<file path="src/rtl/assert_macros.svh">
// ----------------------------------------------------------------------------
// Assertion macros used by the scheduler datapath
// ----------------------------------------------------------------------------
`ifndef ASSERT_MACROS_SVH
`define ASSERT_MACROS_SVH

// Invariant that holds at every clock edge out of reset.
`define TLRQ_ASSERT(label, ck, rn, prop, msg) \
    label: assert property (@(posedge ck) disable iff (!rn) (prop)) else $error(msg);

// Antecedent in one cycle implies consequent in the next.
`define TLRQ_ASSERT_NEXT(label, ck, rn, ante, cons, msg) \
    label: assert property (@(posedge ck) disable iff (!rn) (ante) |=> (cons)) \
        else $error(msg);

`endif

</file>
<file path="src/rtl/tlrq_pkg.sv">
`timescale 1ns / 1ps
// ----------------------------------------------------------------------------
// tlrq_pkg
// Shared types, codes and sizes of the two-level ready queue scheduler.
// ----------------------------------------------------------------------------
package tlrq_pkg;

    localparam int MAX_TASKS = 64;
    localparam int TASK_W    = 6;
    localparam int ADDR_W    = $clog2(MAX_TASKS);
    localparam int CNT_W     = $clog2(MAX_TASKS + 1);
    localparam int NEXT_W    = TASK_W + 1;
    localparam int ID_LIMIT  = ((MAX_TASKS - 1) < 63) ? (MAX_TASKS - 1) : 63;

    localparam int MODE_W   = 3;
    localparam int TICK_W   = 8;
    localparam int QUANT_W  = 20;
    localparam int MS_W     = 16;
    localparam int SLEEP_W  = 16;
    localparam int STATUS_W = 2;
    localparam int COND_W   = 3;
    localparam int CFG_IDX_W = 2;

    localparam logic [TICK_W-1:0]  RST_TICK_MS  = TICK_W'(10);
    localparam logic [QUANT_W-1:0] RST_SHORT_US = QUANT_W'(10000);
    localparam logic [QUANT_W-1:0] RST_LONG_US  = QUANT_W'(20000);

    typedef enum logic [COND_W-1:0] {
        COND_RUNNING    = 3'd0,
        COND_READY      = 3'd1,
        COND_WAITING    = 3'd2,
        COND_TERMINATED = 3'd3,
        COND_DELETED    = 3'd4
    } cond_t;

    typedef enum logic [MODE_W-1:0] {
        MODE_ADD     = 3'd0,
        MODE_REMOVE  = 3'd1,
        MODE_WAKE    = 3'd2,
        MODE_SUSPEND = 3'd3,
        MODE_EXPIRE  = 3'd4,
        MODE_FINISH  = 3'd5,
        MODE_IDLE    = 3'd6,
        MODE_QUERY   = 3'd7
    } mode_t;

    typedef enum logic [STATUS_W-1:0] {
        ST_OK          = 2'd0,
        ST_BAD_ID      = 2'd1,
        ST_FULL        = 2'd2,
        ST_NOT_WAITING = 2'd3
    } status_t;

    typedef enum logic [CFG_IDX_W-1:0] {
        REG_TICK_MS  = 2'd0,
        REG_SHORT_US = 2'd1,
        REG_LONG_US  = 2'd2
    } cfg_reg_t;

    // Datapath micro-operations issued by the controller
    typedef enum logic [4:0] {
        C_NONE,
        C_LATCH,
        C_ADD,
        C_BAD,
        C_RD_ID,
        C_ID_OP,
        C_RD_RUN,
        C_CUR_WR,
        C_WALK_RD,
        C_WALK_WR,
        C_SLP_RD,
        C_SLP_TRD,
        C_SLP_EVAL,
        C_SLP_END,
        C_POP_SEL,
        C_Q_RD,
        C_Q_EVAL,
        C_Q_END,
        C_DISP_RD,
        C_DISP_WR,
        C_FINISH
    } cmd_t;

    typedef struct packed {
        cond_t             cond;
        logic              high;
        logic              long_q;
        logic [MS_W-1:0]   queued;
        logic              woken;
    } row_t;

    typedef struct packed {
        logic [TASK_W-1:0]  task_num;
        logic [SLEEP_W-1:0] ticks;
    } sleeper_t;

    typedef struct packed {
        logic  in_valid;
        mode_t mode;
        logic  id_ok;
        logic  table_full;
        logic  run_set;
        logic  walk_done;
        logic  slp_done;
        logic  q_done;
        logic  any_ready;
        logic  out_free;
    } stat_t;

endpackage

</file>
<file path="src/rtl/tlrq_if.sv">
`timescale 1ns / 1ps
// ----------------------------------------------------------------------------
// tlrq channel interfaces
// Request, response and register write channels, valid/ready handshake.
// ----------------------------------------------------------------------------
interface tlrq_cmd_if;
    import tlrq_pkg::*;
    logic                valid;
    logic                ready;
    logic [MODE_W-1:0]   mode;
    logic [TASK_W-1:0]   task_id;
    logic                high_priority;
    logic                long_quantum;
    logic [SLEEP_W-1:0]  sleep_ticks;

    modport source (output valid, mode, task_id, high_priority, long_quantum,
                    sleep_ticks, input ready);
    modport sink   (input valid, mode, task_id, high_priority, long_quantum,
                    sleep_ticks, output ready);
endinterface

interface tlrq_rsp_if;
    import tlrq_pkg::*;
    logic                valid;
    logic                ready;
    logic [TASK_W-1:0]   result_task;
    logic                dispatched;
    logic [QUANT_W-1:0]  quantum_us;
    logic [STATUS_W-1:0] status;
    logic [COND_W-1:0]   task_condition;
    logic [MS_W-1:0]     queued_ms;

    modport source (output valid, result_task, dispatched, quantum_us, status,
                    task_condition, queued_ms, input ready);
    modport sink   (input valid, result_task, dispatched, quantum_us, status,
                    task_condition, queued_ms, output ready);
endinterface

interface tlrq_cfg_if;
    import tlrq_pkg::*;
    logic                 valid;
    logic                 ready;
    logic [CFG_IDX_W-1:0] index;
    logic [QUANT_W-1:0]   data;

    modport source (output valid, index, data, input ready);
    modport sink   (input valid, index, data, output ready);
endinterface

</file>
<file path="src/rtl/tlrq_ram.sv">
`timescale 1ns / 1ps
// ----------------------------------------------------------------------------
// tlrq_ram
// Generic simple dual-port RAM, one write and one registered read port.
// ----------------------------------------------------------------------------
module tlrq_ram #(
    parameter int WIDTH = 8,
    parameter int DEPTH = 64
) (
    input  logic                     clk,
    input  logic                     we,
    input  logic [$clog2(DEPTH)-1:0] waddr,
    input  logic [WIDTH-1:0]         wdata,
    input  logic [$clog2(DEPTH)-1:0] raddr,
    output logic [WIDTH-1:0]         rdata
);
    logic [WIDTH-1:0] mem_reg [DEPTH];
    logic [WIDTH-1:0] rdata_reg;

    always_ff @(posedge clk)
    begin
        if (we)
        begin
            mem_reg[waddr] <= wdata;
        end
        rdata_reg <= mem_reg[raddr];
    end

    assign rdata = rdata_reg;
endmodule

</file>
<file path="src/rtl/tlrq_ctrl.sv">
`timescale 1ns / 1ps
// ----------------------------------------------------------------------------
// tlrq_ctrl
// Sequencer: walks each request through its datapath micro-operations.
// ----------------------------------------------------------------------------
module tlrq_ctrl (
    input  logic            clk,
    input  logic            rst_n,
    input  tlrq_pkg::stat_t stat,
    output tlrq_pkg::cmd_t  cmd,
    output logic            in_ready
);
    import tlrq_pkg::*;

    typedef enum logic [4:0] {
        S_IDLE, S_DECODE, S_ID_OP, S_CUR, S_WALK_CHK, S_WALK_WR,
        S_SLP_CHK, S_SLP_TRD, S_SLP_EVAL, S_POP_SEL, S_Q_CHK, S_Q_EVAL,
        S_DISP_RD, S_DISP_WR, S_FINISH
    } state_t;

    state_t state_reg, state_next;
    logic   in_ready_reg, in_ready_next;

    always_comb
    begin
        state_next = state_reg;
        cmd        = C_NONE;
        case (state_reg)
            S_IDLE:
            begin
                if (stat.in_valid)
                begin
                    cmd        = C_LATCH;
                    state_next = S_DECODE;
                end
            end
            S_DECODE:
            begin
                case (stat.mode)
                    MODE_ADD:
                    begin
                        cmd        = C_ADD;
                        state_next = S_FINISH;
                    end
                    MODE_REMOVE, MODE_WAKE, MODE_QUERY:
                    begin
                        if (!stat.id_ok)
                        begin
                            cmd        = C_BAD;
                            state_next = S_FINISH;
                        end
                        else
                        begin
                            cmd        = C_RD_ID;
                            state_next = S_ID_OP;
                        end
                    end
                    default:
                    begin
                        if (stat.run_set)
                        begin
                            cmd        = C_RD_RUN;
                            state_next = S_CUR;
                        end
                        else
                        begin
                            state_next = S_WALK_CHK;
                        end
                    end
                endcase
            end
            S_ID_OP:
            begin
                cmd        = C_ID_OP;
                state_next = (stat.mode == MODE_REMOVE) ? S_Q_CHK : S_FINISH;
            end
            S_CUR:
            begin
                cmd        = C_CUR_WR;
                state_next = S_WALK_CHK;
            end
            S_WALK_CHK:
            begin
                if (stat.walk_done)
                begin
                    state_next = S_SLP_CHK;
                end
                else
                begin
                    cmd        = C_WALK_RD;
                    state_next = S_WALK_WR;
                end
            end
            S_WALK_WR:
            begin
                cmd        = C_WALK_WR;
                state_next = S_WALK_CHK;
            end
            S_SLP_CHK:
            begin
                if (stat.slp_done)
                begin
                    cmd        = C_SLP_END;
                    state_next = S_POP_SEL;
                end
                else
                begin
                    cmd        = C_SLP_RD;
                    state_next = S_SLP_TRD;
                end
            end
            S_SLP_TRD:
            begin
                cmd        = C_SLP_TRD;
                state_next = S_SLP_EVAL;
            end
            S_SLP_EVAL:
            begin
                cmd        = C_SLP_EVAL;
                state_next = S_SLP_CHK;
            end
            S_POP_SEL:
            begin
                if (stat.any_ready)
                begin
                    cmd        = C_POP_SEL;
                    state_next = S_Q_CHK;
                end
                else
                begin
                    state_next = S_FINISH;
                end
            end
            S_Q_CHK:
            begin
                if (stat.q_done)
                begin
                    cmd        = C_Q_END;
                    state_next = (stat.mode == MODE_REMOVE) ? S_FINISH : S_DISP_RD;
                end
                else
                begin
                    cmd        = C_Q_RD;
                    state_next = S_Q_EVAL;
                end
            end
            S_Q_EVAL:
            begin
                cmd        = C_Q_EVAL;
                state_next = S_Q_CHK;
            end
            S_DISP_RD:
            begin
                cmd        = C_DISP_RD;
                state_next = S_DISP_WR;
            end
            S_DISP_WR:
            begin
                cmd        = C_DISP_WR;
                state_next = S_FINISH;
            end
            S_FINISH:
            begin
                if (stat.out_free)
                begin
                    cmd        = C_FINISH;
                    state_next = S_IDLE;
                end
            end
            default:
            begin
                state_next = S_IDLE;
            end
        endcase
        in_ready_next = (state_next == S_IDLE);
    end

    always_ff @(posedge clk or negedge rst_n)
    begin
        if (!rst_n)
        begin
            state_reg    <= S_IDLE;
            in_ready_reg <= 1'b1;
        end
        else
        begin
            state_reg    <= state_next;
            in_ready_reg <= in_ready_next;
        end
    end

    assign in_ready = in_ready_reg;
endmodule

</file>
<file path="src/rtl/tlrq_dp.sv">
`timescale 1ns / 1ps
`include "assert_macros.svh"
// ----------------------------------------------------------------------------
// tlrq_dp
// Datapath: task table, ready FIFOs, sleep list, counters and result regs.
// ----------------------------------------------------------------------------
module tlrq_dp (
    input  logic            clk,
    input  logic            rst_n,
    input  tlrq_pkg::cmd_t  cmd,
    input  logic            in_ready,
    output tlrq_pkg::stat_t stat,
    tlrq_cmd_if.sink        cmd_ch,
    tlrq_rsp_if.source      rsp_ch,
    tlrq_cfg_if.sink        cfg_ch
);
    import tlrq_pkg::*;

    // configuration
    logic [TICK_W-1:0]  tick_reg, tick_next;
    logic [QUANT_W-1:0] short_reg, short_next;
    logic [QUANT_W-1:0] long_reg, long_next;

    // control state
    logic [CNT_W-1:0]  hcnt_reg, hcnt_next, lcnt_reg, lcnt_next, scnt_reg, scnt_next;
    logic [NEXT_W-1:0] next_reg, next_next;
    logic [TASK_W-1:0] run_reg, run_next;
    logic [NEXT_W-1:0] i_reg, i_next;
    logic [CNT_W-1:0]  k_reg, k_next, kept_reg, kept_next;
    logic              qsel_reg, qsel_next, pop_reg, pop_next, found_reg, found_next;
    logic              out_valid_reg, out_valid_next;

    // payload
    mode_t              mode_reg, mode_next;
    logic [TASK_W-1:0]  id_reg, id_next;
    logic               hi_reg, hi_next, lg_reg, lg_next;
    logic [SLEEP_W-1:0] ticks_reg, ticks_next;
    sleeper_t           slp_reg, slp_next;
    logic [TASK_W-1:0]  head_reg, head_next;
    logic [TASK_W-1:0]  res_task_reg, res_task_next, o_task_reg, o_task_next;
    logic               res_disp_reg, res_disp_next, o_disp_reg, o_disp_next;
    logic [QUANT_W-1:0] res_quant_reg, res_quant_next, o_quant_reg, o_quant_next;
    status_t            res_status_reg, res_status_next, o_status_reg, o_status_next;
    cond_t              res_cond_reg, res_cond_next, o_cond_reg, o_cond_next;
    logic [MS_W-1:0]    res_ms_reg, res_ms_next, o_ms_reg, o_ms_next;

    // memories
    logic              t_we, h_we, l_we, s_we;
    logic [ADDR_W-1:0] t_waddr, t_raddr, h_waddr, l_waddr, q_raddr, s_waddr, s_raddr;
    row_t              t_wdata, t_row;
    logic [TASK_W-1:0] q_wdata, h_rdata, l_rdata, q_rd;
    sleeper_t          s_wdata, s_rdata;

    logic              push_en, push_hi;
    logic [TASK_W-1:0] push_id;
    logic [MS_W:0]     ms_sum;
    mode_t             in_mode;

    tlrq_ram #(.WIDTH($bits(row_t)), .DEPTH(MAX_TASKS)) u_task_ram (
        .clk(clk), .we(t_we), .waddr(t_waddr), .wdata(t_wdata),
        .raddr(t_raddr), .rdata(t_row)
    );
    tlrq_ram #(.WIDTH(TASK_W), .DEPTH(MAX_TASKS)) u_high_ram (
        .clk(clk), .we(h_we), .waddr(h_waddr), .wdata(q_wdata),
        .raddr(q_raddr), .rdata(h_rdata)
    );
    tlrq_ram #(.WIDTH(TASK_W), .DEPTH(MAX_TASKS)) u_low_ram (
        .clk(clk), .we(l_we), .waddr(l_waddr), .wdata(q_wdata),
        .raddr(q_raddr), .rdata(l_rdata)
    );
    tlrq_ram #(.WIDTH($bits(sleeper_t)), .DEPTH(MAX_TASKS)) u_sleep_ram (
        .clk(clk), .we(s_we), .waddr(s_waddr), .wdata(s_wdata),
        .raddr(s_raddr), .rdata(s_rdata)
    );

    assign in_mode = mode_t'(cmd_ch.mode);
    assign q_rd    = qsel_reg ? h_rdata : l_rdata;
    assign ms_sum  = {1'b0, t_row.queued} + (MS_W+1)'(tick_reg);

    always_comb
    begin
        tick_next = tick_reg;  short_next = short_reg;  long_next = long_reg;
        hcnt_next = hcnt_reg;  lcnt_next = lcnt_reg;  scnt_next = scnt_reg;
        next_next = next_reg;  run_next = run_reg;  i_next = i_reg;
        k_next = k_reg;  kept_next = kept_reg;
        qsel_next = qsel_reg;  pop_next = pop_reg;  found_next = found_reg;
        out_valid_next = out_valid_reg;
        mode_next = mode_reg;  id_next = id_reg;  hi_next = hi_reg;  lg_next = lg_reg;
        ticks_next = ticks_reg;  slp_next = slp_reg;  head_next = head_reg;
        res_task_next = res_task_reg;  res_disp_next = res_disp_reg;
        res_quant_next = res_quant_reg;  res_status_next = res_status_reg;
        res_cond_next = res_cond_reg;  res_ms_next = res_ms_reg;
        o_task_next = o_task_reg;  o_disp_next = o_disp_reg;  o_quant_next = o_quant_reg;
        o_status_next = o_status_reg;  o_cond_next = o_cond_reg;  o_ms_next = o_ms_reg;

        t_we = 1'b0;  t_waddr = '0;  t_wdata = t_row;  t_raddr = '0;
        h_we = 1'b0;  h_waddr = '0;  l_we = 1'b0;  l_waddr = '0;
        q_wdata = '0;  q_raddr = '0;
        s_we = 1'b0;  s_waddr = '0;  s_wdata = '0;  s_raddr = '0;
        push_en = 1'b0;  push_hi = 1'b0;  push_id = '0;

        case (cmd)
            C_LATCH:
            begin
                mode_next  = in_mode;
                id_next    = cmd_ch.task_id;
                hi_next    = cmd_ch.high_priority;
                lg_next    = cmd_ch.long_quantum;
                ticks_next = cmd_ch.sleep_ticks;
                i_next     = NEXT_W'(1);
                k_next     = '0;
                kept_next  = '0;
                found_next = 1'b0;
                res_task_next = (in_mode inside {MODE_SUSPEND, MODE_EXPIRE, MODE_FINISH,
                                                 MODE_IDLE}) ? '0 : cmd_ch.task_id;
                res_disp_next   = 1'b0;
                res_quant_next  = '0;
                res_status_next = ST_OK;
                res_cond_next   = COND_RUNNING;
                res_ms_next     = '0;
            end
            C_ADD:
            begin
                if (stat.table_full)
                begin
                    res_task_next   = '0;
                    res_status_next = ST_FULL;
                end
                else
                begin
                    t_we    = 1'b1;
                    t_waddr = ADDR_W'(next_reg);
                    t_wdata = '{cond: COND_READY, high: hi_reg, long_q: lg_reg,
                                queued: '0, woken: 1'b0};
                    push_en = 1'b1;
                    push_hi = hi_reg;
                    push_id = TASK_W'(next_reg);
                    next_next     = next_reg + 1'b1;
                    res_task_next = TASK_W'(next_reg);
                end
            end
            C_BAD:
            begin
                res_status_next = ST_BAD_ID;
                if (mode_reg == MODE_QUERY)
                begin
                    res_cond_next = COND_DELETED;
                end
            end
            C_RD_ID:
            begin
                t_raddr = ADDR_W'(id_reg);
            end
            C_ID_OP:
            begin
                case (mode_reg)
                    MODE_REMOVE:
                    begin
                        t_we    = 1'b1;
                        t_waddr = ADDR_W'(id_reg);
                        t_wdata.cond   = COND_DELETED;
                        t_wdata.queued = '0;
                        qsel_next = t_row.high;
                        pop_next  = 1'b0;
                    end
                    MODE_WAKE:
                    begin
                        if (t_row.cond != COND_WAITING)
                        begin
                            res_status_next = ST_NOT_WAITING;
                        end
                        else
                        begin
                            t_we    = 1'b1;
                            t_waddr = ADDR_W'(id_reg);
                            t_wdata.cond  = COND_READY;
                            t_wdata.woken = 1'b1;
                            push_en = 1'b1;
                            push_hi = t_row.high;
                            push_id = id_reg;
                        end
                    end
                    MODE_QUERY:
                    begin
                        res_cond_next = t_row.cond;
                        res_ms_next   = t_row.queued;
                    end
                    default:
                    begin
                    end
                endcase
            end
            C_RD_RUN:
            begin
                t_raddr = ADDR_W'(run_reg);
            end
            C_CUR_WR:
            begin
                if (t_row.cond == COND_RUNNING)
                begin
                    t_we    = 1'b1;
                    t_waddr = ADDR_W'(run_reg);
                    case (mode_reg)
                        MODE_SUSPEND:
                        begin
                            t_wdata.cond = COND_WAITING;
                            if (scnt_reg < CNT_W'(MAX_TASKS))
                            begin
                                s_we      = 1'b1;
                                s_waddr   = ADDR_W'(scnt_reg);
                                s_wdata   = '{task_num: run_reg, ticks: ticks_reg};
                                scnt_next = scnt_reg + 1'b1;
                            end
                        end
                        MODE_EXPIRE:
                        begin
                            t_wdata.cond = COND_READY;
                            push_en = 1'b1;
                            push_hi = t_row.high;
                            push_id = run_reg;
                        end
                        default:
                        begin
                            t_wdata.cond = COND_TERMINATED;
                        end
                    endcase
                end
            end
            C_WALK_RD:
            begin
                t_raddr = ADDR_W'(i_reg);
            end
            C_WALK_WR:
            begin
                if (t_row.cond == COND_READY)
                begin
                    t_we    = 1'b1;
                    t_waddr = ADDR_W'(i_reg);
                    t_wdata.queued = ms_sum[MS_W] ? '1 : ms_sum[MS_W-1:0];
                end
                i_next = i_reg + 1'b1;
            end
            C_SLP_RD:
            begin
                s_raddr = ADDR_W'(k_reg);
            end
            C_SLP_TRD:
            begin
                slp_next = s_rdata;
                t_raddr  = ADDR_W'(s_rdata.task_num);
            end
            C_SLP_EVAL:
            begin
                if (t_row.woken)
                begin
                    t_we    = 1'b1;
                    t_waddr = ADDR_W'(slp_reg.task_num);
                    t_wdata.woken = 1'b0;
                end
                else if (slp_reg.ticks <= SLEEP_W'(1))
                begin
                    if (t_row.cond == COND_WAITING)
                    begin
                        t_we    = 1'b1;
                        t_waddr = ADDR_W'(slp_reg.task_num);
                        t_wdata.cond = COND_READY;
                        push_en = 1'b1;
                        push_hi = t_row.high;
                        push_id = slp_reg.task_num;
                    end
                end
                else
                begin
                    s_we      = 1'b1;
                    s_waddr   = ADDR_W'(kept_reg);
                    s_wdata   = '{task_num: slp_reg.task_num, ticks: slp_reg.ticks - 1'b1};
                    kept_next = kept_reg + 1'b1;
                end
                k_next = k_reg + 1'b1;
            end
            C_SLP_END:
            begin
                scnt_next = kept_reg;
                run_next  = '0;
            end
            C_POP_SEL:
            begin
                qsel_next  = (hcnt_reg != '0);
                pop_next   = 1'b1;
                k_next     = '0;
                kept_next  = '0;
                found_next = 1'b0;
            end
            C_Q_RD:
            begin
                q_raddr = ADDR_W'(k_reg);
            end
            C_Q_EVAL:
            begin
                if (found_reg)
                begin
                    // close the gap left by the matched entry
                    q_wdata = q_rd;
                    h_we    = qsel_reg;
                    l_we    = !qsel_reg;
                    h_waddr = ADDR_W'(k_reg - 1'b1);
                    l_waddr = ADDR_W'(k_reg - 1'b1);
                end
                else if (pop_reg ? (k_reg == '0) : (q_rd == id_reg))
                begin
                    found_next = 1'b1;
                    head_next  = q_rd;
                end
                k_next = k_reg + 1'b1;
            end
            C_Q_END:
            begin
                if (found_reg)
                begin
                    if (qsel_reg)
                    begin
                        hcnt_next = hcnt_reg - 1'b1;
                    end
                    else
                    begin
                        lcnt_next = lcnt_reg - 1'b1;
                    end
                end
            end
            C_DISP_RD:
            begin
                t_raddr = ADDR_W'(head_reg);
            end
            C_DISP_WR:
            begin
                t_we    = 1'b1;
                t_waddr = ADDR_W'(head_reg);
                t_wdata.cond   = COND_RUNNING;
                run_next       = head_reg;
                res_task_next  = head_reg;
                res_disp_next  = 1'b1;
                res_quant_next = t_row.long_q ? long_reg : short_reg;
            end
            C_FINISH:
            begin
                o_task_next   = res_task_reg;
                o_disp_next   = res_disp_reg;
                o_quant_next  = res_quant_reg;
                o_status_next = res_status_reg;
                o_cond_next   = res_cond_reg;
                o_ms_next     = res_ms_reg;
            end
            default:
            begin
            end
        endcase

        if (push_en)
        begin
            q_wdata = push_id;
            if (push_hi)
            begin
                if (hcnt_reg < CNT_W'(MAX_TASKS))
                begin
                    h_we      = 1'b1;
                    h_waddr   = ADDR_W'(hcnt_reg);
                    hcnt_next = hcnt_reg + 1'b1;
                end
            end
            else if (lcnt_reg < CNT_W'(MAX_TASKS))
            begin
                l_we      = 1'b1;
                l_waddr   = ADDR_W'(lcnt_reg);
                lcnt_next = lcnt_reg + 1'b1;
            end
        end

        if (rsp_ch.ready)
        begin
            out_valid_next = 1'b0;
        end
        if (cmd == C_FINISH)
        begin
            out_valid_next = 1'b1;
        end

        if (cfg_ch.valid)
        begin
            case (cfg_reg_t'(cfg_ch.index))
                REG_TICK_MS:  tick_next  = cfg_ch.data[TICK_W-1:0];
                REG_SHORT_US: short_next = cfg_ch.data;
                REG_LONG_US:  long_next  = cfg_ch.data;
                default:
                begin
                end
            endcase
        end
    end

    always_ff @(posedge clk or negedge rst_n)
    begin
        if (!rst_n)
        begin
            tick_reg      <= RST_TICK_MS;
            short_reg     <= RST_SHORT_US;
            long_reg      <= RST_LONG_US;
            hcnt_reg      <= '0;
            lcnt_reg      <= '0;
            scnt_reg      <= '0;
            next_reg      <= NEXT_W'(1);
            run_reg       <= '0;
            i_reg         <= NEXT_W'(1);
            k_reg         <= '0;
            kept_reg      <= '0;
            qsel_reg      <= 1'b0;
            pop_reg       <= 1'b0;
            found_reg     <= 1'b0;
            out_valid_reg <= 1'b0;
        end
        else
        begin
            tick_reg      <= tick_next;
            short_reg     <= short_next;
            long_reg      <= long_next;
            hcnt_reg      <= hcnt_next;
            lcnt_reg      <= lcnt_next;
            scnt_reg      <= scnt_next;
            next_reg      <= next_next;
            run_reg       <= run_next;
            i_reg         <= i_next;
            k_reg         <= k_next;
            kept_reg      <= kept_next;
            qsel_reg      <= qsel_next;
            pop_reg       <= pop_next;
            found_reg     <= found_next;
            out_valid_reg <= out_valid_next;
        end
    end

    always_ff @(posedge clk)
    begin
        mode_reg       <= mode_next;
        id_reg         <= id_next;
        hi_reg         <= hi_next;
        lg_reg         <= lg_next;
        ticks_reg      <= ticks_next;
        slp_reg        <= slp_next;
        head_reg       <= head_next;
        res_task_reg   <= res_task_next;
        res_disp_reg   <= res_disp_next;
        res_quant_reg  <= res_quant_next;
        res_status_reg <= res_status_next;
        res_cond_reg   <= res_cond_next;
        res_ms_reg     <= res_ms_next;
        o_task_reg     <= o_task_next;
        o_disp_reg     <= o_disp_next;
        o_quant_reg    <= o_quant_next;
        o_status_reg   <= o_status_next;
        o_cond_reg     <= o_cond_next;
        o_ms_reg       <= o_ms_next;
    end

    assign stat.in_valid   = cmd_ch.valid;
    assign stat.mode       = mode_reg;
    assign stat.id_ok      = (id_reg != '0) && ({1'b0, id_reg} < next_reg);
    assign stat.table_full = (next_reg > NEXT_W'(ID_LIMIT));
    assign stat.run_set    = (run_reg != '0);
    assign stat.walk_done  = (i_reg >= next_reg);
    assign stat.slp_done   = (k_reg == scnt_reg);
    assign stat.q_done     = (k_reg == (qsel_reg ? hcnt_reg : lcnt_reg));
    assign stat.any_ready  = (hcnt_reg != '0) || (lcnt_reg != '0);
    assign stat.out_free   = !out_valid_reg || rsp_ch.ready;

    assign cmd_ch.ready          = in_ready;
    assign cfg_ch.ready          = 1'b1;
    assign rsp_ch.valid          = out_valid_reg;
    assign rsp_ch.result_task    = o_task_reg;
    assign rsp_ch.dispatched     = o_disp_reg;
    assign rsp_ch.quantum_us     = o_quant_reg;
    assign rsp_ch.status         = o_status_reg;
    assign rsp_ch.task_condition = o_cond_reg;
    assign rsp_ch.queued_ms      = o_ms_reg;

    `TLRQ_ASSERT(a_cnt_bound, clk, rst_n, (hcnt_reg <= CNT_W'(MAX_TASKS)) && (lcnt_reg <= CNT_W'(MAX_TASKS)) && (scnt_reg <= CNT_W'(MAX_TASKS)), "queue count past depth")
    `TLRQ_ASSERT(a_kept_behind, clk, rst_n, kept_reg <= k_reg, "sleep compaction overtook scan")
    `TLRQ_ASSERT(a_run_known, clk, rst_n, (run_reg == '0) || ({1'b0, run_reg} < next_reg), "running task never allocated")
    `TLRQ_ASSERT_NEXT(a_finish_shows, clk, rst_n, cmd == C_FINISH, out_valid_reg, "finished request not presented")
endmodule

</file>
<file path="src/rtl/two_level_ready_queue_scheduler.sv">
`timescale 1ns / 1ps
// ----------------------------------------------------------------------------
// two_level_ready_queue_scheduler
// Task scheduler with high/low ready FIFOs and a timed sleep list.
// ----------------------------------------------------------------------------
// One request at a time. Add and bad-number requests finish after decode,
// wake and query after one task table read; remove also searches the FIFO
// of its task entry by entry. A scheduling pass (suspend, quantum expiry,
// finish, idle tick) updates the running task, walks every allocated task,
// then the sleep list, and dispatches the head of the high FIFO, else of the
// low one, if either holds a task; the task table RAM's single read port sets
// the walk rate. The response sits in an output register, so the block is
// ready for the next request while it waits, once the previous one is taken.
// Register writes (index 0 tick_ms, 1 short_quantum_us, 2 long_quantum_us)
// are always ready and must only be issued while the block is idle.
module two_level_ready_queue_scheduler (
    input  logic       clk,
    input  logic       rst_n,
    tlrq_cmd_if.sink   cmd,
    tlrq_rsp_if.source rsp,
    tlrq_cfg_if.sink   cfg
);
    import tlrq_pkg::*;

    cmd_t  dp_cmd;   // micro-op for this cycle
    stat_t dp_stat;  // datapath flags back to the sequencer
    logic  in_ready;

    // Sequencer: decode, table walk, sleep walk, FIFO pop, dispatch.
    tlrq_ctrl u_ctrl (
        .clk      (clk),
        .rst_n    (rst_n),
        .stat     (dp_stat),
        .cmd      (dp_cmd),
        .in_ready (in_ready)
    );

    // Task table, FIFOs and sleep list live in RAMs inside the datapath.
    tlrq_dp u_dp (
        .clk      (clk),
        .rst_n    (rst_n),
        .cmd      (dp_cmd),
        .in_ready (in_ready),
        .stat     (dp_stat),
        .cmd_ch   (cmd),
        .rsp_ch   (rsp),
        .cfg_ch   (cfg)
    );
endmodule

</file>
<file path="src/flat_wrapper.sv">
// flat-port wrapper written by rule: the top's interface ports become plain ports
module two_level_ready_queue_scheduler_flat import tlrq_pkg::*;
  (clk, rst_n, cmd_valid, cmd_mode, cmd_task_id, cmd_high_priority, cmd_long_quantum, cmd_sleep_ticks, cmd_ready, rsp_valid, rsp_result_task, rsp_dispatched, rsp_quantum_us, rsp_status, rsp_task_condition, rsp_queued_ms, rsp_ready, cfg_valid, cfg_index, cfg_data, cfg_ready);
  tlrq_cmd_if cmd_i ();
  tlrq_rsp_if rsp_i ();
  tlrq_cfg_if cfg_i ();
  input  logic clk;
  input  logic rst_n;
  input wire logic [$bits(cmd_i.valid)-1:0] cmd_valid;
  input wire logic [$bits(cmd_i.mode)-1:0] cmd_mode;
  input wire logic [$bits(cmd_i.task_id)-1:0] cmd_task_id;
  input wire logic [$bits(cmd_i.high_priority)-1:0] cmd_high_priority;
  input wire logic [$bits(cmd_i.long_quantum)-1:0] cmd_long_quantum;
  input wire logic [$bits(cmd_i.sleep_ticks)-1:0] cmd_sleep_ticks;
  output wire logic [$bits(cmd_i.ready)-1:0] cmd_ready;
  output wire logic [$bits(rsp_i.valid)-1:0] rsp_valid;
  output wire logic [$bits(rsp_i.result_task)-1:0] rsp_result_task;
  output wire logic [$bits(rsp_i.dispatched)-1:0] rsp_dispatched;
  output wire logic [$bits(rsp_i.quantum_us)-1:0] rsp_quantum_us;
  output wire logic [$bits(rsp_i.status)-1:0] rsp_status;
  output wire logic [$bits(rsp_i.task_condition)-1:0] rsp_task_condition;
  output wire logic [$bits(rsp_i.queued_ms)-1:0] rsp_queued_ms;
  input wire logic [$bits(rsp_i.ready)-1:0] rsp_ready;
  input wire logic [$bits(cfg_i.valid)-1:0] cfg_valid;
  input wire logic [$bits(cfg_i.index)-1:0] cfg_index;
  input wire logic [$bits(cfg_i.data)-1:0] cfg_data;
  output wire logic [$bits(cfg_i.ready)-1:0] cfg_ready;
  assign cmd_i.valid = cmd_valid;
  assign cmd_i.mode = cmd_mode;
  assign cmd_i.task_id = cmd_task_id;
  assign cmd_i.high_priority = cmd_high_priority;
  assign cmd_i.long_quantum = cmd_long_quantum;
  assign cmd_i.sleep_ticks = cmd_sleep_ticks;
  assign cmd_ready = cmd_i.ready;
  assign rsp_valid = rsp_i.valid;
  assign rsp_result_task = rsp_i.result_task;
  assign rsp_dispatched = rsp_i.dispatched;
  assign rsp_quantum_us = rsp_i.quantum_us;
  assign rsp_status = rsp_i.status;
  assign rsp_task_condition = rsp_i.task_condition;
  assign rsp_queued_ms = rsp_i.queued_ms;
  assign rsp_i.ready = rsp_ready;
  assign cfg_i.valid = cfg_valid;
  assign cfg_i.index = cfg_index;
  assign cfg_i.data = cfg_data;
  assign cfg_ready = cfg_i.ready;
  two_level_ready_queue_scheduler u_core (.clk(clk), .rst_n(rst_n), .cmd(cmd_i), .rsp(rsp_i), .cfg(cfg_i));
endmodule
</file>
<file path="config.mk">
export PLATFORM = sky130hd
export DESIGN_NAME = two_level_ready_queue_scheduler_flat
export DESIGN_NICKNAME = d
export VERILOG_FILES = /design/src/rtl/tlrq_pkg.sv /design/src/rtl/tlrq_if.sv /design/src/rtl/tlrq_ram.sv /design/src/rtl/tlrq_ctrl.sv /design/src/rtl/tlrq_dp.sv /design/src/rtl/two_level_ready_queue_scheduler.sv /design/src/flat_wrapper.sv
export VERILOG_INCLUDE_DIRS = /design/src /design/src/rtl
export SDC_FILE = /design/constraint.sdc
export NUM_CORES = 2
export LEC_CHECK = 0
export BUFFER_PORTS_ARGS = -buffer_cell sky130_fd_sc_hd__buf_4
export CAP_MARGIN = 20
export CORE_ASPECT_RATIO = 1.2
export CORE_MARGIN = 2
export CORE_UTILIZATION = 35
export CTS_BUF_LIST = sky130_fd_sc_hd__clkbuf_8
export CTS_CLUSTER_DIAMETER = 100
export DETAILED_ROUTE_END_ITERATION = 10
export PLACE_DENSITY = 0.46
export SYNTH_ARGS = -nofsm -noshare
export SYNTH_HDL_FRONTEND = slang
export SYNTH_SLANG_ARGS = --single-unit
</file>
<file path="constraint.sdc">
create_clock -name clk -period 10.75 [get_ports clk]
set_clock_uncertainty 0.2 [all_clocks]
set_input_delay 0.5375 -clock clk [delete_from_list [all_inputs] [get_ports clk]]
set_output_delay 0.5375 -clock clk [all_outputs]
set_load 0.005 [all_outputs]
</file>
# Word level (Yosys, flattened, before mapping)

Memory sizes are Yosys's and may differ from the RTL's. A register that Yosys moved wholly into a read port is not among the register bits.
Index checks and enable logic that the tools add are counted.

Bits in writable memories: 3,584
Memories: 4
Bits in registers: 264
Word-level logic and storage cells: 342
Output and inout bits: 51
Input bits: 54

Memories:

| memory                          | words | width | read ports | clocked after Yosys merged registers in | wr ports | RTL line       | text |
|---|---|---|---|---|---|---|---|
| u_core.u_dp.u_sleep_ram.mem_reg | 64    | 22    | 1          | 1                                       | 1        | tlrq_ram.sv:17 | `logic [WIDTH-1:0] mem_reg [DEPTH];` |
| u_core.u_dp.u_task_ram.mem_reg  | 64    | 22    | 1          | 1                                       | 1        | tlrq_ram.sv:17 |  |
| u_core.u_dp.u_high_ram.mem_reg  | 64    | 6     | 1          | 1                                       | 1        | tlrq_ram.sv:17 |  |
| u_core.u_dp.u_low_ram.mem_reg   | 64    | 6     | 1          | 1                                       | 1        | tlrq_ram.sv:17 |  |

Equality and inequality tests: 62
Muxes and demuxes: 174
$add $sub $neg: 12
Magnitude comparators: 7
Bitwise logic cells: 2
Reduce and logical (&&, ||, !) cells: 44

Operator list:

| cell                                               | count |
|---|---|
| two-way mux 6 bit                                  | 31 |
| two-way mux 22 bit                                 | 6 |
| two-way mux 7 bit                                  | 18 |
| == test 5 x 4 -> 1 bit (second input constant)     | 15 |
| case mux 5 bit (15 select lines)                   | 1 |
| case mux 5 bit (14 select lines)                   | 1 |
| two-way mux 16 bit                                 | 4 |
| case mux 7 bit (2 select lines)                    | 4 |
| two-way mux 1 bit                                  | 52 |
| adder 7 x 1 -> 7 bit (second input constant)       | 7 |
| case mux 16 bit (3 select lines)                   | 1 |
| case mux 22 bit (2 select lines)                   | 1 |
| two-way mux 3 bit                                  | 14 |
| == test 5 x 3 -> 1 bit (second input constant)     | 8 |
| case mux 20 bit (2 select lines)                   | 1 |
| case mux 6 bit (2 select lines)                    | 3 |
| case mux 6 bit (6 select lines)                    | 1 |
| case mux 16 bit (2 select lines)                   | 1 |
| case mux 6 bit (5 select lines)                    | 1 |
| == test 5 bit (second input constant)              | 5 |
| case mux 6 bit (4 select lines)                    | 1 |
| less-than comparator 7 bit (second input constant) | 3 |
| == test 5 x 2 -> 1 bit (second input constant)     | 4 |
| two-way mux 20 bit                                 | 1 |
| 51 further kinds                                   | 117 |

# Longest topological paths before layout

Word-level depth: 12
Gate-level depth with buffers: 18
Gate-level depth less buffers: 13

# Cells and area by module

Synthesis repeated with hierarchy kept, for this count alone.

Cells, all modules: 7,471
Area total of the unflattened synthesis: 153,061.8 sq um

Modules (own cells, without submodules):

| module                                 | area each (sq um) | cells an instance | sequential area each (sq um) | times used |
|---|---|---|---|---|
| tlrq_ram (u_core.u_dp.u_sleep_ram ...) | 54,260.8          | 2,349             | 42,721.0                     | 2 |
| tlrq_ram (u_core.u_dp.u_high_ram)      | 15,205.8          | 729               | 11,651.2                     | 1 |
| tlrq_ram (u_core.u_dp.u_low_ram)       | 15,177.1          | 727               | 11,651.2                     | 1 |
| tlrq_dp                                | 13,322.8          | 1,199             | 7,229.4                      | 1 |
| tlrq_ctrl                              | 834.6             | 118               | 151.4                        | 1 |

# Worst setup path after synthesis

Ideal clock, no wire load.

Path type: flip-flop to flip-flop
Start: register u_core.u_dp.tick_reg[1]
End: memory u_core.u_dp.u_task_ram.mem_reg[0][12] in the netlist's numbering (data pin)
Setup time: 1,008 ps
Cell stages (with the launch flop): 9
Buffers on the path: 0
Arrival: 5,658 ps
Period minus slack after synthesis: 6,866 ps
Slack: 3,884 ps
Cells stage by stage: dfstp_2 ha_1 a21o_1 a21oi_1 o21bai_1 a31o_2 a41o_1 nand4_1 o311ai_0

RTL lines:

| item                     | RTL line       | text |
|---|---|---|
| start: declaration       | tlrq_dp.sv:20  | `logic [TICK_W-1:0] tick_reg, tick_next;` |
| start signal: assignment | tlrq_dp.sv:422 | `tick_reg <= tick_next;` |
| end: declaration         | tlrq_ram.sv:17 |  |

# Worst setup path after layout

Start: register u_core.u_dp.next_reg[2]
End: memory u_core.u_dp.u_task_ram.mem_reg[60][7] in the netlist's numbering, enable pin

Cells in the longest elaborated chain, start to end: 9
Elaborated cells between the ends (all ways): 20

RTL lines:

| item                                    | RTL line        | text |
|---|---|---|
| start: declaration                      | tlrq_dp.sv:26   | `logic [NEXT_W-1:0] next_reg, next_next;` |
| start signal: assignment                | tlrq_dp.sv:428  | `next_reg <= next_next;` |
| less-than comparator 6 x 7 -> 1 bit     | tlrq_dp.sv:465  | `assign stat.id_ok = (id_reg != '0) && ({1'b0, id_reg} < next_reg);` |
| logical AND 1 bit                       | tlrq_dp.sv:465  |  |
| two-way mux 3 bit                       | tlrq_ctrl.sv:47 | `if (!stat.id_ok)` |
| case mux 3 bit (2 select lines)         | tlrq_ctrl.sv:39 | `case (stat.mode)` |
| case mux 5 bit (15 select lines)        | tlrq_ctrl.sv:28 | `case (state_reg)` |
| == test 5 bit (tied with other cells)   | tlrq_dp.sv:102  | `case (cmd)` |
| case mux 1 bit (6 select lines)         | tlrq_dp.sv:102  |  |
| two-way mux 1 bit                       | tlrq_ram.sv:22  | `if (we)` |
| two-way mux 1 bit (not written as such) | tlrq_ram.sv:24  | `mem_reg[waddr] <= wdata;` |

Parallel ways exist; a longest one is shown, timed or not.

==> results by group <==
Critical path
  • Worst R2R Setup Slack: roughly 4.5 ns
  • CP Capture Type: flop
  • Crit path launch type: flop
  • Worst r2r src: u_core.u_dp.next_reg[2]
  • CP max FO: 23
  • Worst Reg2Reg Path Length in Cells: 13
  • Critical path required time: 11.32 ns
  • Setup Crit Path Kind: reg2reg
  • Reg-to-Reg End: u_core.u_dp.u_task_ram.mem_reg[60][7]
  • Critical Path AT: just under 7 ns

Clock tree
  • Num Clock Sinks: between 3000 and 4000
  • Cts hold-fix bufs: 108
  • H-tree lvl count: 6
  • Clk root buf: clkbuf_8
  • Later-pin clock latency in the skew report: 1.28 ns
  • Clock Tree Buf Depth: 4
  • Clock Pin Slew Worst Setup and Hold Paths: roughly 0.060 ns
  • Num CTS Buffers: 643
  • Post-CTS Setup Inserts: 0
  • CTS tree: yes
  • Cts repair resizes: 0

Logic synthesis
  • Mapped Avg Cell Area: 15.7 um2
  • Most frequent cell after synthesis: edfxtp_1
  • Synth top area share: 72.2%
  • Syn Nets: 9965
  • Yosys top cell by area: edfxtp_1
  • Async SR Flop Fraction: around 2.9%
  • EDFF count, synth: 3735
  • Yosys cell types: 91
  • Top_reg_cell synth: edfxtp_1
  • Top post-synthesis cells by area: edfxtp_1 72%, mux2i_1 4.0%, mux4_2 3.9%
  • Synth Register Bits: 3904
  • Top cells by count, synth: 3735 x edfxtp_1, 970 x nand2_1, 614 x mux2i_1, 597 x nor2_1, 446 x o21ai_0
  • Synth Warn #: 0
  • Mapped Cells: approximately 9900
  • Mapped Area: 155000 um2
  • Sequential area share after synthesis: 74.8%

Layout
  • Share of cells above drive strength 1: 17.4%
  • Nets: 10500
  • Area grow syn2layout: 14.2%
  • Finished Cell Area: 177000 um2

Worst hold path
  • Hold path startpoint: cmd_task_id[5]
  • Worst Hold End: u_core.u_dp.res_task_reg[5]
  • Hold path cells: 4
  • Hold Path Class: in2reg

Global route
  • Largest net degree at the start of global routing: 164
  • Vias in the first global route: 92100
  • Wire length of the first global-routing pass: slightly below 700000 um
  • Grt total ovfl: 0
  • Total Routing Usage GR: 21.3%
  • Initial antenna violation count: slightly above 40

STA
  • Unrepaired setup endpoints after global routing: no
  • Min cycle time layout: between 6 and 7 ns
  • Final setup TNS: 0 ns
  • Final count of hold timing violations: 0
  • Fmax: 0.160 GHz
  • Final setup viols: 0
  • Final slew viol count: 0
  • Slew HR: approximately 20%
  • Worst-margin pin slew: 1.18 ns
  • Final worst slack: 4.49 ns
  • Crit share post-route: 58.3%

Placed design
  • Routability cong.: 0.883
  • Place WS: 4.56 ns
  • Cell Area, Placed: ~160000 um2
  • Detailed Place HPWL: about 290000 um
  • Port Buffers: 103

Detailed routing
  • Starting DRT DRC Count: about 9000
  • DR vias: 91200
  • Routed vias/inst: between 5 and 6
  • Drt total wl: a little under 500000 um
  • Antenna viol nets, final: 0
  • DRC: 0
  • 1st-pass router iterations: 9
  • DR WL/cell: roughly 29 um

Floorplanning
  • Initial Util: 35.1%
  • Die Area: 449000 um2
  • Core box area: 443000 um2
  • Die Y-Extent: 734 um
  • Die width: 612 um
  • Site Rows: 268
  • # IOs: 105

Power and ir drop
  • Power, Total: 34000 uW
  • Leakage: ~0.059 uW
  • Pwr dens: approximately 190 nW/um2
  • Peak VDD IR: 0.116 mV

Outcome
  • Run status: complete, no violations

Job
  • Max Cap Violations: 0
[where the power goes]
part / switching (uW) / leakage, uW / internal (uW)
Sequential: 322 / 0.0339 / 17800
Clock: 6100 / 0.00684 / 5900
Combinational: 2890 / 0.0180 / 948
Total: 9320 / 0.0587 / 24700
[per-stage QoR]
stage	std cells	util, %	hold WS [ns]
floorplan	9876	-	0.0419
global placement	15600	37.2	0.192
detailed placement	15600	37.2	0.189
CTS	16800	40.0	0.00217
global route	16800	40.0	0.105
finish	16900	40.0	0.154
[layout by cell type (no fill, tap or decap), drive strengths merged, types with 56 or more instances in the layout]
| cell | instances |
|---|---|
| o21ai | 468 |
| or3 | 129 |
| and3 | 123 |
| nor3 | 72 |
| nand3 | 335 |
| nand2 | 970 |
| or2 | 98 |
| edfxtp | 3735 |
| mux2i | 614 |
| dlygate4sd3 | 107 |
| dfxtp | 56 |
| buf | 405 |
| clkbuf | 675 |
| a21oi | 338 |
| o22ai | 313 |
| clkinv | 173 |
| a211oi | 183 |
| mux2 | 64 |
| inv | 334 |
| mux4 | 268 |
| nor2 | 605 |
| dfrtp | 98 |
[cell families (layout without fill, tap and decap cells)]
kind of cell	count (synthesis)	count (layout)	synth area share, %
and+or+nand+nor	2542	2542	7.55
xor gates and xnor gates	71	71	0.400
muxes	946	946	8.31
buffers and inverters	683	1706	1.76
adders and majority gates	35	35	0.287
AOI/OAI and AO/OA	1693	1693	6.93
DFF	3904	3904	74.8
other	2	18	0.00484
[routing by layer]
layer | part of all wire [%] | GRT usage, % | up-vias
met1 | 43 | 28.8 | 47600
met5 | 0.0027 | 0 | -
met3 | 5.5 | 2.88 | 742
met4 | 3.1 | 6.49 | 2
li1 | - | - | 39700
met2 | 49 | 35.6 | 3120
[final cells by class]
class                      count  area [um2]
antenna                       16        40.0
timing repair buffer         514        4360
clock buffer                 673        9260
sequential                  3904      116000
inverter                      52         198
clock inverter               467        2290
tap                         5940        7430
fill                       40700      266000
multi-input combinational   5289       37700
[worst max path at each step]
stage,end,startpoint,slack (ns),depth (start not counted)
final,u_core.u_dp.u_task_ram.mem_reg[60][7],u_core.u_dp.next_reg[2],4.49,13
after global routing,u_core.u_dp.u_task_ram.mem_reg[27][15],u_core.u_dp.next_reg[2],4.12,13
after CTS,u_core.u_dp.u_task_ram.mem_reg[26][15],u_core.u_dp.next_reg[2],4.57,13
after detailed placement,u_core.u_dp.u_task_ram.mem_reg[26][16],u_core.u_dp.next_reg[2],4.56,13
after global placement,u_core.u_dp.u_task_ram.mem_reg[26][16],u_core.u_dp.next_reg[2],4.59,13
after floorplan,u_core.u_dp.u_task_ram.mem_reg[0][12],u_core.u_dp.tick_reg[1],3.88,8
[worst max-delay path: stages (launching register included)]
cell,delay (ns)
dfrtp_1,0.49
inv_1,0.14
ha_1,0.33
nand2_1,0.05
o21ai_0,0.42
a211oi_2,0.33
a211oi_1,0.34
nand4_1,0.38
nor4_4,0.69
buf_4,0.44
a221o_1,0.39
nand3_1,0.77
nor2_2,0.29
buf_4,0.45
Power figures use the tool's default switching activity.
